--- src/design/tsm_pkg.sv ---
// ----------------------------------------------------------------------------
// Tridiagonal solve/multiply package
// Shared widths, register indexes, datapath operation codes and the command
// and status bundles between the controller and the datapath.
// ----------------------------------------------------------------------------
package tsm_pkg;

  localparam int DATA_W = 32;
  localparam int ROW_W  = 6;
  localparam int CNT_W  = 7;
  localparam int WIDE_W = 66;

  localparam logic CFG_MATRIX_SIZE = 1'b0;
  localparam logic CFG_OPERATION   = 1'b1;

  localparam logic OPER_SOLVE    = 1'b0;
  localparam logic OPER_MULTIPLY = 1'b1;

  typedef enum logic [3:0] {
    OP_NONE,
    OP_SG,
    OP_DEN,
    OP_NUM,
    OP_DIVGO,
    OP_RC,
    OP_MULG,
    OP_WRG,
    OP_WRH,
    OP_MULX,
    OP_WRX,
    OP_MMAIN,
    OP_MSUB,
    OP_MSUP,
    OP_MEND
  } dp_op_t;

  typedef struct packed {
    dp_op_t           op;
    logic             load;
    logic             clr_fault;
    logic             first_row;
    logic             last_row;
    logic             out_load;
    logic [ROW_W-1:0] row_addr;
    logic [ROW_W-1:0] vec_addr;
    logic [ROW_W-1:0] wr_addr;
  } dp_cmd_t;

  typedef struct packed {
    logic div_busy;
    logic fault;
  } dp_status_t;

endpackage

--- src/design/tsm_ctrl.sv ---
// ----------------------------------------------------------------------------
// Tridiagonal solve/multiply controller
// Holds the configuration registers and the row count, and sequences the
// load, backward sweep, forward substitution, product and output phases.
// ----------------------------------------------------------------------------
module tsm_ctrl #(
  parameter int MAX_ROWS = 64
) (
  input  logic                        clk,
  input  logic                        rst_n,
  input  logic                        cfg_write_en,
  input  logic                        cfg_index,
  input  logic [tsm_pkg::CNT_W-1:0]   cfg_data,
  input  logic                        in_valid,
  output logic                        in_ready,
  output logic                        out_valid,
  input  logic                        out_ready,
  output logic [tsm_pkg::ROW_W-1:0]   out_row_index,
  output logic                        out_last,
  output tsm_pkg::dp_cmd_t            cmd,
  input  tsm_pkg::dp_status_t         status
);

  localparam int CW = tsm_pkg::CNT_W;
  localparam int RW = tsm_pkg::ROW_W;

  typedef enum logic [4:0] {
    S_IDLE,
    S_B_RD,
    S_B_SG,
    S_B_DEN,
    S_B_NUM,
    S_B_DIV,
    S_B_WAIT,
    S_B_RC,
    S_B_MULG,
    S_B_WRG,
    S_B_WRH,
    S_F_RD,
    S_F_MUL,
    S_F_WR,
    S_M_RD,
    S_M_MAIN,
    S_M_SUB,
    S_M_SUP,
    S_M_END,
    S_E_RD,
    S_E_LOAD,
    S_E_HOLD
  } state_t;

  state_t        state_r;
  logic [CW-1:0] rows_r;
  logic [CW-1:0] i_r;
  logic [CW-1:0] n_r;
  logic [CW-1:0] size_r;
  logic          oper_r;
  logic          out_valid_r;
  logic [RW-1:0] out_row_r;
  logic          out_last_r;

  logic [CW-1:0] n_eff;
  logic [CW-1:0] rows_inc;
  logic [CW-1:0] i_dec;
  logic [CW-1:0] i_inc;
  logic          is_first;
  logic          is_last;
  logic          run_go;

  assign n_eff    = (size_r < CW'(2)) ? CW'(2) :
                    ((size_r > CW'(MAX_ROWS)) ? CW'(MAX_ROWS) : size_r);
  assign rows_inc = rows_r + CW'(1);
  assign i_dec    = i_r - CW'(1);
  assign i_inc    = i_r + CW'(1);
  assign is_first = (i_r == '0);
  assign is_last  = (i_r == (n_r - CW'(1)));
  assign run_go   = in_valid && (rows_inc >= n_eff);

  always_comb begin
    cmd           = '0;
    cmd.op        = tsm_pkg::OP_NONE;
    cmd.first_row = is_first;
    cmd.last_row  = is_last;
    cmd.row_addr  = i_r[RW-1:0];
    cmd.vec_addr  = i_r[RW-1:0];
    cmd.wr_addr   = i_r[RW-1:0];
    case (state_r)
      S_IDLE: begin
        cmd.wr_addr   = rows_r[RW-1:0];
        cmd.load      = in_valid;
        cmd.clr_fault = run_go;
      end
      S_B_SG:   cmd.op = tsm_pkg::OP_SG;
      S_B_DEN:  cmd.op = tsm_pkg::OP_DEN;
      S_B_NUM:  cmd.op = tsm_pkg::OP_NUM;
      S_B_DIV:  cmd.op = tsm_pkg::OP_DIVGO;
      S_B_RC:   cmd.op = tsm_pkg::OP_RC;
      S_B_MULG: cmd.op = tsm_pkg::OP_MULG;
      S_B_WRG: begin
        cmd.op      = tsm_pkg::OP_WRG;
        cmd.wr_addr = i_dec[RW-1:0];
      end
      S_B_WRH: begin
        cmd.op      = tsm_pkg::OP_WRH;
        cmd.wr_addr = i_dec[RW-1:0];
      end
      S_F_RD:   cmd.row_addr = i_dec[RW-1:0];
      S_F_MUL: begin
        cmd.op       = tsm_pkg::OP_MULX;
        cmd.row_addr = i_dec[RW-1:0];
      end
      S_F_WR: begin
        cmd.op       = tsm_pkg::OP_WRX;
        cmd.row_addr = i_dec[RW-1:0];
      end
      S_M_MAIN: begin
        cmd.op       = tsm_pkg::OP_MMAIN;
        cmd.vec_addr = is_first ? i_r[RW-1:0] : i_dec[RW-1:0];
      end
      S_M_SUB: begin
        cmd.op       = tsm_pkg::OP_MSUB;
        cmd.vec_addr = is_last ? i_r[RW-1:0] : i_inc[RW-1:0];
      end
      S_M_SUP:  cmd.op = tsm_pkg::OP_MSUP;
      S_M_END:  cmd.op = tsm_pkg::OP_MEND;
      S_E_LOAD: cmd.out_load = 1'b1;
      default:  cmd.op = tsm_pkg::OP_NONE;
    endcase
  end

  always_ff @(posedge clk) begin
    if (!rst_n) begin
      state_r     <= S_IDLE;
      rows_r      <= '0;
      i_r         <= '0;
      n_r         <= CW'(2);
      size_r      <= CW'(64);
      oper_r      <= tsm_pkg::OPER_SOLVE;
      out_valid_r <= 1'b0;
      out_row_r   <= '0;
      out_last_r  <= 1'b0;
    end else begin
      if (cfg_write_en) begin
        case (cfg_index)
          tsm_pkg::CFG_MATRIX_SIZE: size_r <= cfg_data;
          tsm_pkg::CFG_OPERATION:   oper_r <= cfg_data[0];
          default: ;
        endcase
      end
      case (state_r)
        S_IDLE: begin
          if (in_valid) begin
            if (run_go) begin
              rows_r <= '0;
              n_r    <= n_eff;
              if (oper_r == tsm_pkg::OPER_MULTIPLY) begin
                i_r     <= '0;
                state_r <= S_M_RD;
              end else begin
                i_r     <= n_eff - CW'(1);
                state_r <= S_B_RD;
              end
            end else begin
              rows_r <= rows_inc;
            end
          end
        end
        S_B_RD:   state_r <= S_B_SG;
        S_B_SG:   state_r <= S_B_DEN;
        S_B_DEN:  state_r <= S_B_NUM;
        S_B_NUM:  state_r <= S_B_DIV;
        S_B_DIV:  state_r <= S_B_WAIT;
        S_B_WAIT: begin
          if (!status.div_busy) begin
            state_r <= S_B_RC;
          end
        end
        S_B_RC: begin
          // Row zero's division already yields the first solution element.
          if (is_first) begin
            i_r     <= CW'(1);
            state_r <= S_F_RD;
          end else begin
            state_r <= S_B_MULG;
          end
        end
        S_B_MULG: state_r <= S_B_WRG;
        S_B_WRG:  state_r <= S_B_WRH;
        S_B_WRH: begin
          i_r     <= i_dec;
          state_r <= S_B_RD;
        end
        S_F_RD:   state_r <= S_F_MUL;
        S_F_MUL:  state_r <= S_F_WR;
        S_F_WR: begin
          if (is_last) begin
            i_r     <= '0;
            state_r <= S_E_RD;
          end else begin
            i_r     <= i_inc;
            state_r <= S_F_RD;
          end
        end
        S_M_RD:   state_r <= S_M_MAIN;
        S_M_MAIN: state_r <= S_M_SUB;
        S_M_SUB:  state_r <= S_M_SUP;
        S_M_SUP:  state_r <= S_M_END;
        S_M_END: begin
          if (is_last) begin
            i_r     <= '0;
            state_r <= S_E_RD;
          end else begin
            i_r     <= i_inc;
            state_r <= S_M_RD;
          end
        end
        S_E_RD:   state_r <= S_E_LOAD;
        S_E_LOAD: begin
          out_valid_r <= 1'b1;
          out_row_r   <= i_r[RW-1:0];
          out_last_r  <= is_last;
          state_r     <= S_E_HOLD;
        end
        S_E_HOLD: begin
          if (out_ready) begin
            out_valid_r <= 1'b0;
            if (out_last_r) begin
              state_r <= S_IDLE;
            end else begin
              i_r     <= i_inc;
              state_r <= S_E_RD;
            end
          end
        end
        default: state_r <= S_IDLE;
      endcase
    end
  end

  assign in_ready      = (state_r == S_IDLE);
  assign out_valid     = out_valid_r;
  assign out_row_index = out_row_r;
  assign out_last      = out_last_r;

endmodule

--- config.mk ---
export PLATFORM = sky130hd
export DESIGN_NAME = tsm_ctrl
export DESIGN_NICKNAME = d
export VERILOG_FILES = /design/src/design/tsm_pkg.sv /design/src/design/tsm_ctrl.sv
export SDC_FILE = /design/constraint.sdc
export NUM_CORES = 1
export LEC_CHECK = 0
export BUFFER_PORTS_ARGS = -buffer_cell sky130_fd_sc_hd__buf_2
export CORE_MARGIN = 2
export CORE_UTILIZATION = 53
export CTS_BUF_LIST = sky130_fd_sc_hd__clkbuf_4 sky130_fd_sc_hd__clkbuf_8 sky130_fd_sc_hd__clkbuf_16
export DETAILED_ROUTE_END_ITERATION = 8
export PLACE_DENSITY = 0.77
export SYNTH_ARGS = -nofsm -noshare
export SYNTH_HDL_FRONTEND = slang
export SYNTH_SLANG_ARGS = --single-unit
--- constraint.sdc ---
create_clock -name clk -period 3 [get_ports clk]
set_input_delay 0.45 -clock clk [delete_from_list [all_inputs] [get_ports clk]]
set_output_delay 0.45 -clock clk [all_outputs]
set_load 0.005 [all_outputs]
After elaboration in Yosys (flattened, before gate mapping)
Cells that the tools add are included.
{ "classes": {"n_addsub": 5, "order_cmp": 3, "n_eq_ne": 28, "n_mux": 31, "bitwise_logic": 1, "n_reduce_logical": 15} }
{ "op_table": {"columns": ["op", "count"], "rows": [
  ["$pmux W5 S22", 1],
  ["$mux W7", 10],
  ["$pmux W4 S14", 1],
  ["$eq A5 B4 Y1 const B", 8],
  ["$mux W5", 7],
  ["$pmux W7 S5", 1],
  ["$eq A5 B5 Y1 const B", 6],
  ["$pmux W6 S2", 2],
  ["$sub A7 B1 Y7 const B", 3],
  ["$eq A5 B3 Y1 const B", 4],
  ["$mux W6", 3],
  ["$add A7 B1 Y7 const B", 2],
  ["$eq A5 B2 Y1 const B", 2],
  ["$ne A2 B2 Y1 const B", 5],
  ["$reduce_and A2 Y1", 4],
  ["$eq A7 B7 Y1", 1],
  ["$ge A7 B7 Y1", 1],
  ["$gt A7 B7 Y1 const B", 1],
  ["$logic_not A7 Y1", 1],
  ["$lt A7 B2 Y1 const B", 1],
  ["$reduce_and A6 Y1", 1],
  ["$eq A5 B1 Y1 const B", 1],
  ["$logic_not A5 Y1", 1],
  ["$reduce_bool A5 Y1", 1],
  ["12 further kinds", 15]
]} }
{ "totals": {"register_bits": 42, "inputBits": 15, "output_inout_bits": 36, "wordCells": 92} }

Longest topological paths before layout
Gate-level depths: netlist of run 1.
{ "logic_depth": {"word_depth": 8, "depth_mapped": 13} }

Worst setup path before layout of run 1
No wires, ideal clock.
{ "synth_timing": {"path_type": "reg2out", "from": "reg i_r[0]", "to": "out cmd[7] in the netlist's numbering", "arrival_ns": 2.460, "required_ns": 2.550, "path_slack_ns": 0.090, "path_stages_with_launch": 11, "path_buffers": 2, "cell_sequence": "dfxtp_1 -> clkbuf_1 -> inv_1 -> ha_1 -> or4b_1 -> or3_1 -> nand2b_1 -> clkbuf_1 -> nor2_1 -> a211o_1 -> o211a_1"} }
{ "synth_lines": {"columns": ["item", "line_no", "text"], "rows": [
  ["start, declared", "tsm_ctrl.sv:54", "logic [CW-1:0] i_r;"],
  ["start signal, assigned", "tsm_ctrl.sv:160", "i_r <= n_eff - CW'(1);"],
  ["start signal, assigned", "tsm_ctrl.sv:190", "i_r <= i_dec;"],
  ["start signal, assigned", "tsm_ctrl.sv:200", "i_r <= i_inc;"],
  ["end, declared", "tsm_ctrl.sv:20", "output tsm_pkg::dp_cmd_t cmd,"]
]} }

==> results of run 1 <==
[worst reg2reg max path: cells and delay by family, from the launching register on]
kind / cells / cell delay, ns
adder cells (fa/ha/maj): 2 / 0.53
AO/OA/AOI/OAI: 3 / 0.49
buffers and inverters: 1 / 0.18
flip-flops: 1 / 0.39
AND/OR/NAND/NOR: 4 / 0.79
XOR/XNOR: 1 / 0.23
[placed cells by master, fill, tap and decap left out, types with 11 or more instances in the layout]
cell      Yosys  routed
a21oi_1      27      25
a31oi_1      16      16
buf_2         2      49
buf_4         3      42
dfxtp_1      42      40
inv_1        25      25
mux2i_1      21      21
nand2_1      64      64
nand2b_1     13      12
nand3_1      16      16
nor2_1       54      53
nor3_1       12      12
o21ai_0      25      24
o221ai_1     11      11
o22ai_1      12      12
xnor2_1      23      23
[layer usage]
metal  wire [µm]  share of wire  vias to the layer above  track usage
met3        1178           0.10                       38      0.06161
met1        4803           0.42                     1880       0.4053
met4         344          0.030                        0       0.1179
met5           0              0                        -            0
li1            -              -                     1938            -
met2        5118           0.45                      244       0.4754
[power breakdown]
group | switching (mW) | internal (mW) | leakage [nW]
Combinational | 0.328 | 0.228 | 1.40
Sequential | 0.0186 | 0.577 | 0.341
Clock | 0.219 | 0.258 | 0.0548
Total | 0.566 | 1.06 | 1.80
[timing repair]
item / 4_1_cts / 5_1_grt
hold buffers: 0 / 0
pin swaps: 0 / 5
setup buffers: 0 / 1
resized for setup: 1 / 15
endpoints found under the setup margin: 1 / 8
[area by class of cell]
cell class / instances / area, µm²
multi-input combinational: 400 / 2579
fill: 588 / 2405
sequential: 42 / 843.3
timing repair buffer: 91 / 560.5
inverter: 28 / 117.6
tap: 80 / 100.1
clock buffer: 6 / 76.32
clock inverter: 2 / 37.54
[worst max path at each step]
| stage | slack (ns) | endpoint | cells after the start |
|---|---|---|---|
| floorplan | 0.09 | cmd[7] | 10 |
| CTS | 0.004 | cmd[7] | 9 |
| finish | 0.11 | cmd[7] | 9 |
| global route | 0.007 | cmd[21] | 10 |
| detailed placement | 0.15 | i_r[0] | 10 |
| global placement | 0.21 | i_r[0] | 10 |
[registers in the layout, summed over array words and instances (netlist names)]
| register | count |
|---|---|
| size_r | 7 |
| rows_r | 7 |
| out_valid | 1 |
| oper_r | 1 |
| out_row_index | 6 |
| state_r | 5 |
| i_r | 7 |
| out_last | 1 |
| n_r | 7 |
[per-stage QoR]
step / worst slack (ns) / instances / area, µm² / power, mW / util
floorplan: 0.09013 / 504 / 3650 / 0.9455 / -
global placement: 0.2052 / 640 / 4131 / 1.115 / 0.6149
detailed placement: 0.1548 / 640 / 4131 / 1.123 / 0.6149
CTS: 0.003710 / 648 / 4252 / 1.596 / 0.6328
global route: 0.006806 / 649 / 4314 / 1.696 / 0.6421
finish: 0.1079 / 649 / 4314 / 1.629 / 0.6421
[logic make-up (layout without fill, tap and decap cells)]
logic type | after synthesis | count (layout) | share of synthesized area
AO/OA/AOI/OAI | 134 | 134 | 0.2551
XOR/XNOR | 26 | 26 | 0.06239
adder cells (fa/ha/maj) | 11 | 11 | 0.03771
buffers and inverters | 62 | 127 | 0.07919
flip-flops | 42 | 42 | 0.2304
multiplexers | 24 | 24 | 0.06685
AND/OR/NAND/NOR | 205 | 205 | 0.2684
==> results.sh, run 1 <==
export IMPL_clock_sinks=42
export IMPL_areaGrowthSynthToFinish_pct=18.20
export IMPL_power_leakage_nw=1.800
export IMPL_grt_usage=0.3023
export IMPL_grt_setup_unrepaired="no"
export IMPL_period_needed_ns=2.892
export IMPL_cts_made_buffers=5
export IMPL_path_cells="inv_1 -> ha_1 -> xnor2_1 -> a2111oi_2 -> nand3_1 -> buf_4 -> a211o_1 -> o211a_1 -> buf_2"
export IMPL_antenna_found_initial=0
export IMPL_ys_seq_area_frac=0.2304
export IMPL_htreeDepth=2
export IMPL_hold_viol_final=0
export IMPL_core_area_mm2=0.006719
export IMPL_wl_per_cell_um=17.63
export IMPL_grt_max_degree=27
export IMPL_maxCapViolCount=0
export IMPL_synth_common_cells="64 x nand2_1, 54 x nor2_1, 42 x dfxtp_1"
export IMPL_cts_tree="done"
export IMPL_grt_pass1_vias=3682
export IMPL_relSlewSlack=0.4875
export IMPL_drive_gt1_frac=0.2302
export IMPL_cp_max_fo=11
export IMPL_diodes=0
export IMPL_drc_errors=0
export IMPL_worstReg2RegStart="rows_r[1]"
export IMPL_synth_main_ff_cell="dfxtp_1"
export IMPL_insertion_delay_ns=0.31
export IMPL_num_vias=4100
export IMPL_finalCritPeriodShare=0.9640
export IMPL_powerDensity_mw_per_mm2=377.5
export IMPL_start_util=0.5432
export IMPL_wl_um=11450
export IMPL_setup_viol=0
export IMPL_hpwl_um=8577
export IMPL_crit_path_top_delay_cell="dfxtp_2"
export IMPL_vias_per_cell=6.317
export IMPL_gp_congestion=0.9770
export IMPL_nNetsFinal=594
export IMPL_slowest_delay_ns=0.37
export IMPL_status="complete, no violations"
export IMPL_ys_top_cells_by_area="dfxtp_1 23%, nand2_1 6.6%, mux2i_1 5.8%, nor2_1 5.6%, xnor2_1 5.5%"
export IMPL_min_delay_start="cfg_data[6]"
export IMPL_cp_start_kind="register"
export IMPL_ff2ff_setup_slack_ns=0.27
export IMPL_slew_viol_final=0
export IMPL_syn_nets=530
export IMPL_ios=51
export IMPL_crit_arrival_ns=2.44
export IMPL_die_h_um=86.99
export IMPL_end_kind="primary output"
export IMPL_synth_largest_area_cell="dfxtp_1"
export IMPL_worstReg2RegEnd="i_r[0]"
export IMPL_fin_setup_tns_ns=0
export IMPL_avgSynthCellArea_um2=7.242
export IMPL_startpoint="n_r[0]"
export IMPL_io_buffers=49
export IMPL_clk_pin_slew_ns=0.09
export IMPL_whs_path_depth=3
export IMPL_die_w_um=86.99
export IMPL_path_class="reg -> out"
export IMPL_cts_buffer_depth=2
export IMPL_rows=30
export IMPL_ys_warn_count=0
export IMPL_fin_hold_ws_ns=0.3659
export IMPL_crit_family="compound AO/OA/AOI/OAI gates"
export IMPL_grt_pass1_wl_um=18040
export IMPL_cp_required_ns=2.55
export IMPL_synth_cells=504
export IMPL_synth_most_common_cell="nand2_1"
export IMPL_hold_path_class="in -> reg"
export IMPL_synth_async_reset_ratio=0
export IMPL_tightest_slew_ns=0.7629
export IMPL_firstDrtPassIters=5
export IMPL_cp_buffers_inverters=3
export IMPL_synth_cell_types=65
export IMPL_first_iter_violations=478
export IMPL_ys_ff_latch=42
export IMPL_hold_path_end="size_r[6]"
export IMPL_synth_edf_count=0
export IMPL_synth_top_area_frac=0.2304
export IMPL_overflow=0
export IMPL_cts_root_buf="clkbuf_8"
export IMPL_dieArea_mm2=0.007566
export IMPL_fmax_ghz=0.3458
export IMPL_drtAntennaViolNets=0
export IMPL_reg2reg_depth=11
export IMPL_skew_ns=0.01360
export IMPL_synth_cell_area_mm2=0.003650
export IMPL_ir_drop_uv=232.7
(Power assumes the default switching activity.)
==> run 2: changes to the inputs <==
- ABC_AREA: unset -> 1
- CORE_UTILIZATION: 53 -> 52
==> results.sh, run 2 <==
export IMPL_status="complete, no violations"
export IMPL_synth_top_family_by_area="simple AND/OR/NAND/NOR gates"
export IMPL_ys_seq_area_frac=0.2458
export IMPL_cts_made_buffers=5
export IMPL_hpwl_um=7991
export IMPL_cp_max_fo=9
export IMPL_ys_warn_count=0
export IMPL_synth_cell_area_mm2=0.003421
export IMPL_io_buffers=49
export IMPL_layout_common_cells="130 x nand2_1, 67 x inv_1, 55 x nor2_1"
export IMPL_clk_pin_slew_ns=0.09
export IMPL_antenna_found_initial=0
export IMPL_synth_compound_area_frac=0.1818
export IMPL_avgSynthCellArea_um2=6.175
export IMPL_crit_arrival_ns=2.38
export IMPL_overflow=0
export IMPL_nNetsFinal=635
export IMPL_end_kind="primary output"
export IMPL_insertion_delay_ns=0.30
export IMPL_whs_path_depth=2
export IMPL_crit_family="simple AND/OR/NAND/NOR gates"
export IMPL_hold_path_class="in -> reg"
export IMPL_crit_path_top_delay_cell="dfxtp_4"
export IMPL_synth_top_area_frac=0.2458
export IMPL_ctsHoldBuffers=0
export IMPL_grt_pass1_vias=3571
export IMPL_ys_top_cells_by_area="dfxtp_1 25%, nand2_1 14%, inv_1 7.5%, nor2_1 6.7%, nand3_1 6.3%"
export IMPL_hold_path_end="out_valid"
export IMPL_skew_ns=0.008026
export IMPL_clock_sinks=42
export IMPL_cp_depth=18
export IMPL_setup_viol=0
export IMPL_first_iter_violations=274
export IMPL_synth_largest_area_cell="dfxtp_1"
export IMPL_diodes=0
export IMPL_cts_root_buf="clkbuf_8"
export IMPL_slew_viol_final=0
export IMPL_dieArea_mm2=0.007243
export IMPL_vias_per_cell=5.664
export IMPL_place_area_mm2=0.003757
export IMPL_finalCritPeriodShare=0.9449
export IMPL_die_h_um=85.11
export IMPL_syn_nets=580
export IMPL_period_needed_ns=2.835
export IMPL_synth_common_cells="132 x nand2_1, 68 x inv_1, 61 x nor2_1"
export IMPL_hold_viol_final=0
export IMPL_worstReg2RegEnd="rows_r[4]"
export IMPL_synth_edf_count=0
export IMPL_relSlewSlack=0.6026
export IMPL_reg2reg_depth=19
export IMPL_design_area_mm2=0.003953
export IMPL_drive_gt1_frac=0.2016
export IMPL_pre_cts_slack_ns=0.3153
export IMPL_powerDensity_mw_per_mm2=787.1
export IMPL_drtAntennaViolNets=0
export IMPL_synthAdderAreaFrac=0.04023
export IMPL_grt_use_met2=0.4730
export IMPL_drc_errors=0
export IMPL_maxCapViolCount=0
export IMPL_wl_um=10210
export IMPL_worstReg2RegStart="size_r[2]"
export IMPL_grtUsageMet3=0.04280
export IMPL_synth_xor_area_frac=0.04097
export IMPL_synth_mux_area_frac=0
export IMPL_path_class="reg -> out"
export IMPL_slowest_delay_ns=0.38
export IMPL_grt_usage=0.2865
export IMPL_gp_congestion=1.002
export IMPL_ff2ff_setup_slack_ns=0.56
export IMPL_synth_async_reset_ratio=0
export IMPL_cp_start_kind="register"
export IMPL_synth_main_ff_cell="dfxtp_1"
export IMPL_final_core_util=0.6225
export IMPL_firstDrtPassIters=5
export IMPL_busiest_layer="met2"
export IMPL_fmax_ghz=0.3528
export IMPL_wl_per_cell_um=14.85
export IMPL_ir_drop_uv=372.3
export IMPL_ios=51
export IMPL_fillers=604
export IMPL_cts_buffer_depth=2
export IMPL_synth_simple_area_share=0.3753
export IMPL_crit_path_frequent_cell="nand2_1"
export IMPL_synth_cell_types=37
export IMPL_synth_cells=554
export IMPL_min_delay_start="out_ready"
export IMPL_ys_ff_latch=42
export IMPL_num_vias=3891
export IMPL_power_leakage_nw=2.014
export IMPL_grt_pass1_wl_um=16930
export IMPL_synth_most_common_cell="nand2_1"
export IMPL_areaGrowthSynthToFinish_pct=15.54
export IMPL_start_util=0.5387
export IMPL_final_common_cell="nand2_1"
export IMPL_met1_usage=0.3680
export IMPL_cp_buffers_inverters=5
export IMPL_cts_tree="done"
export IMPL_htreeDepth=2
export IMPL_tightest_slew_ns=0.5961
export IMPL_grt_max_degree=37
export IMPL_fin_ws_ns=0.1653
export IMPL_cp_required_ns=2.55
export IMPL_path_cells="nor2_4 -> nand2_1 -> nor2_2 -> inv_1 -> nand2_2 -> inv_1 -> ha_1 -> o21ai_2 -> nand3_1 -> nand2_1 -> inv_1 -> nand2_1 -> nand2_1 -> nand2_1 -> nand2_2 -> nand2_2 -> inv_2 -> buf_2"
export IMPL_core_area_mm2=0.006350
export IMPL_die_w_um=85.11
export IMPL_rows=29
==> run 2: logic make-up after synthesis <==
family / after synthesis
and+or+nand+nor: 284
DFF: 42
adders and majority gates: 11
AOI/OAI and AO/OA: 108
xor gates and xnor gates: 16
buffers and inverters: 93
==> run 2: worst max path at each step <==
stage | start | to | slack (ns)
CTS | size_r[6] | cmd[21] | 0.03
detailed placement | n_r[0] | cmd[8] | 0.32
finish | size_r[2] | cmd[21] | 0.17
global route | size_r[3] | cmd[21] | -0.004
floorplan | n_r[0] | cmd[6] | 0.60
global placement | size_r[6] | cmd[21] | 0.35
==> run 2: repair_timing <==
| item | in CTS | in global routing |
|---|---|---|
| buffers inserted | 0 | 2 |
| endpoints found under the hold margin | 0 | 0 |
| gates resized for setup | 2 | 26 |
| pin swaps | 0 | 4 |
| endpoints found under the setup margin | 7 | 13 |
==> run 2: report_power, final <==
group	internal, mW	switching (mW)	leakage [nW]
Clock	0.185	0.210	0.0472
Sequential	0.656	0.147	0.346
Combinational	0.675	1.24	1.62
Total	1.52	1.59	2.01
==> run 2: layout make-up <==
| type | count | area, µm² | area share |
|---|---|---|---|
| clock buffer | 6 | 82.58 | 0.02089 |
| clock inverter | 2 | 12.51 | 0.003166 |
| inverter | 78 | 305.3 | 0.07724 |
| multi-input combinational | 419 | 2251 | 0.5695 |
| sequential | 42 | 854.6 | 0.2162 |
| tap | 77 | 96.34 | 0.02437 |
| timing repair buffer | 63 | 350.3 | 0.08864 |
==> run 2: through the flow <==
step | hold slack, ns | power, mW | TNS [ns] | std cells
floorplan | 0.4443 | 2.118 | 0 | 554
global placement | 0.4643 | 2.614 | 0 | 677
detailed placement | 0.4721 | 2.639 | 0 | 677
CTS | 0.3281 | 3.043 | 0 | 685
global route | 0.3577 | 3.379 | -0.004330 | 687
finish | 0.3293 | 3.111 | 0 | 687
==> run 2: routing by layer <==
metal / wire length [µm] / share of wire
met1: 4499 / 0.44
met2: 4671 / 0.46
met3: 617 / 0.060
met4: 416 / 0.041
met5: 0 / 0
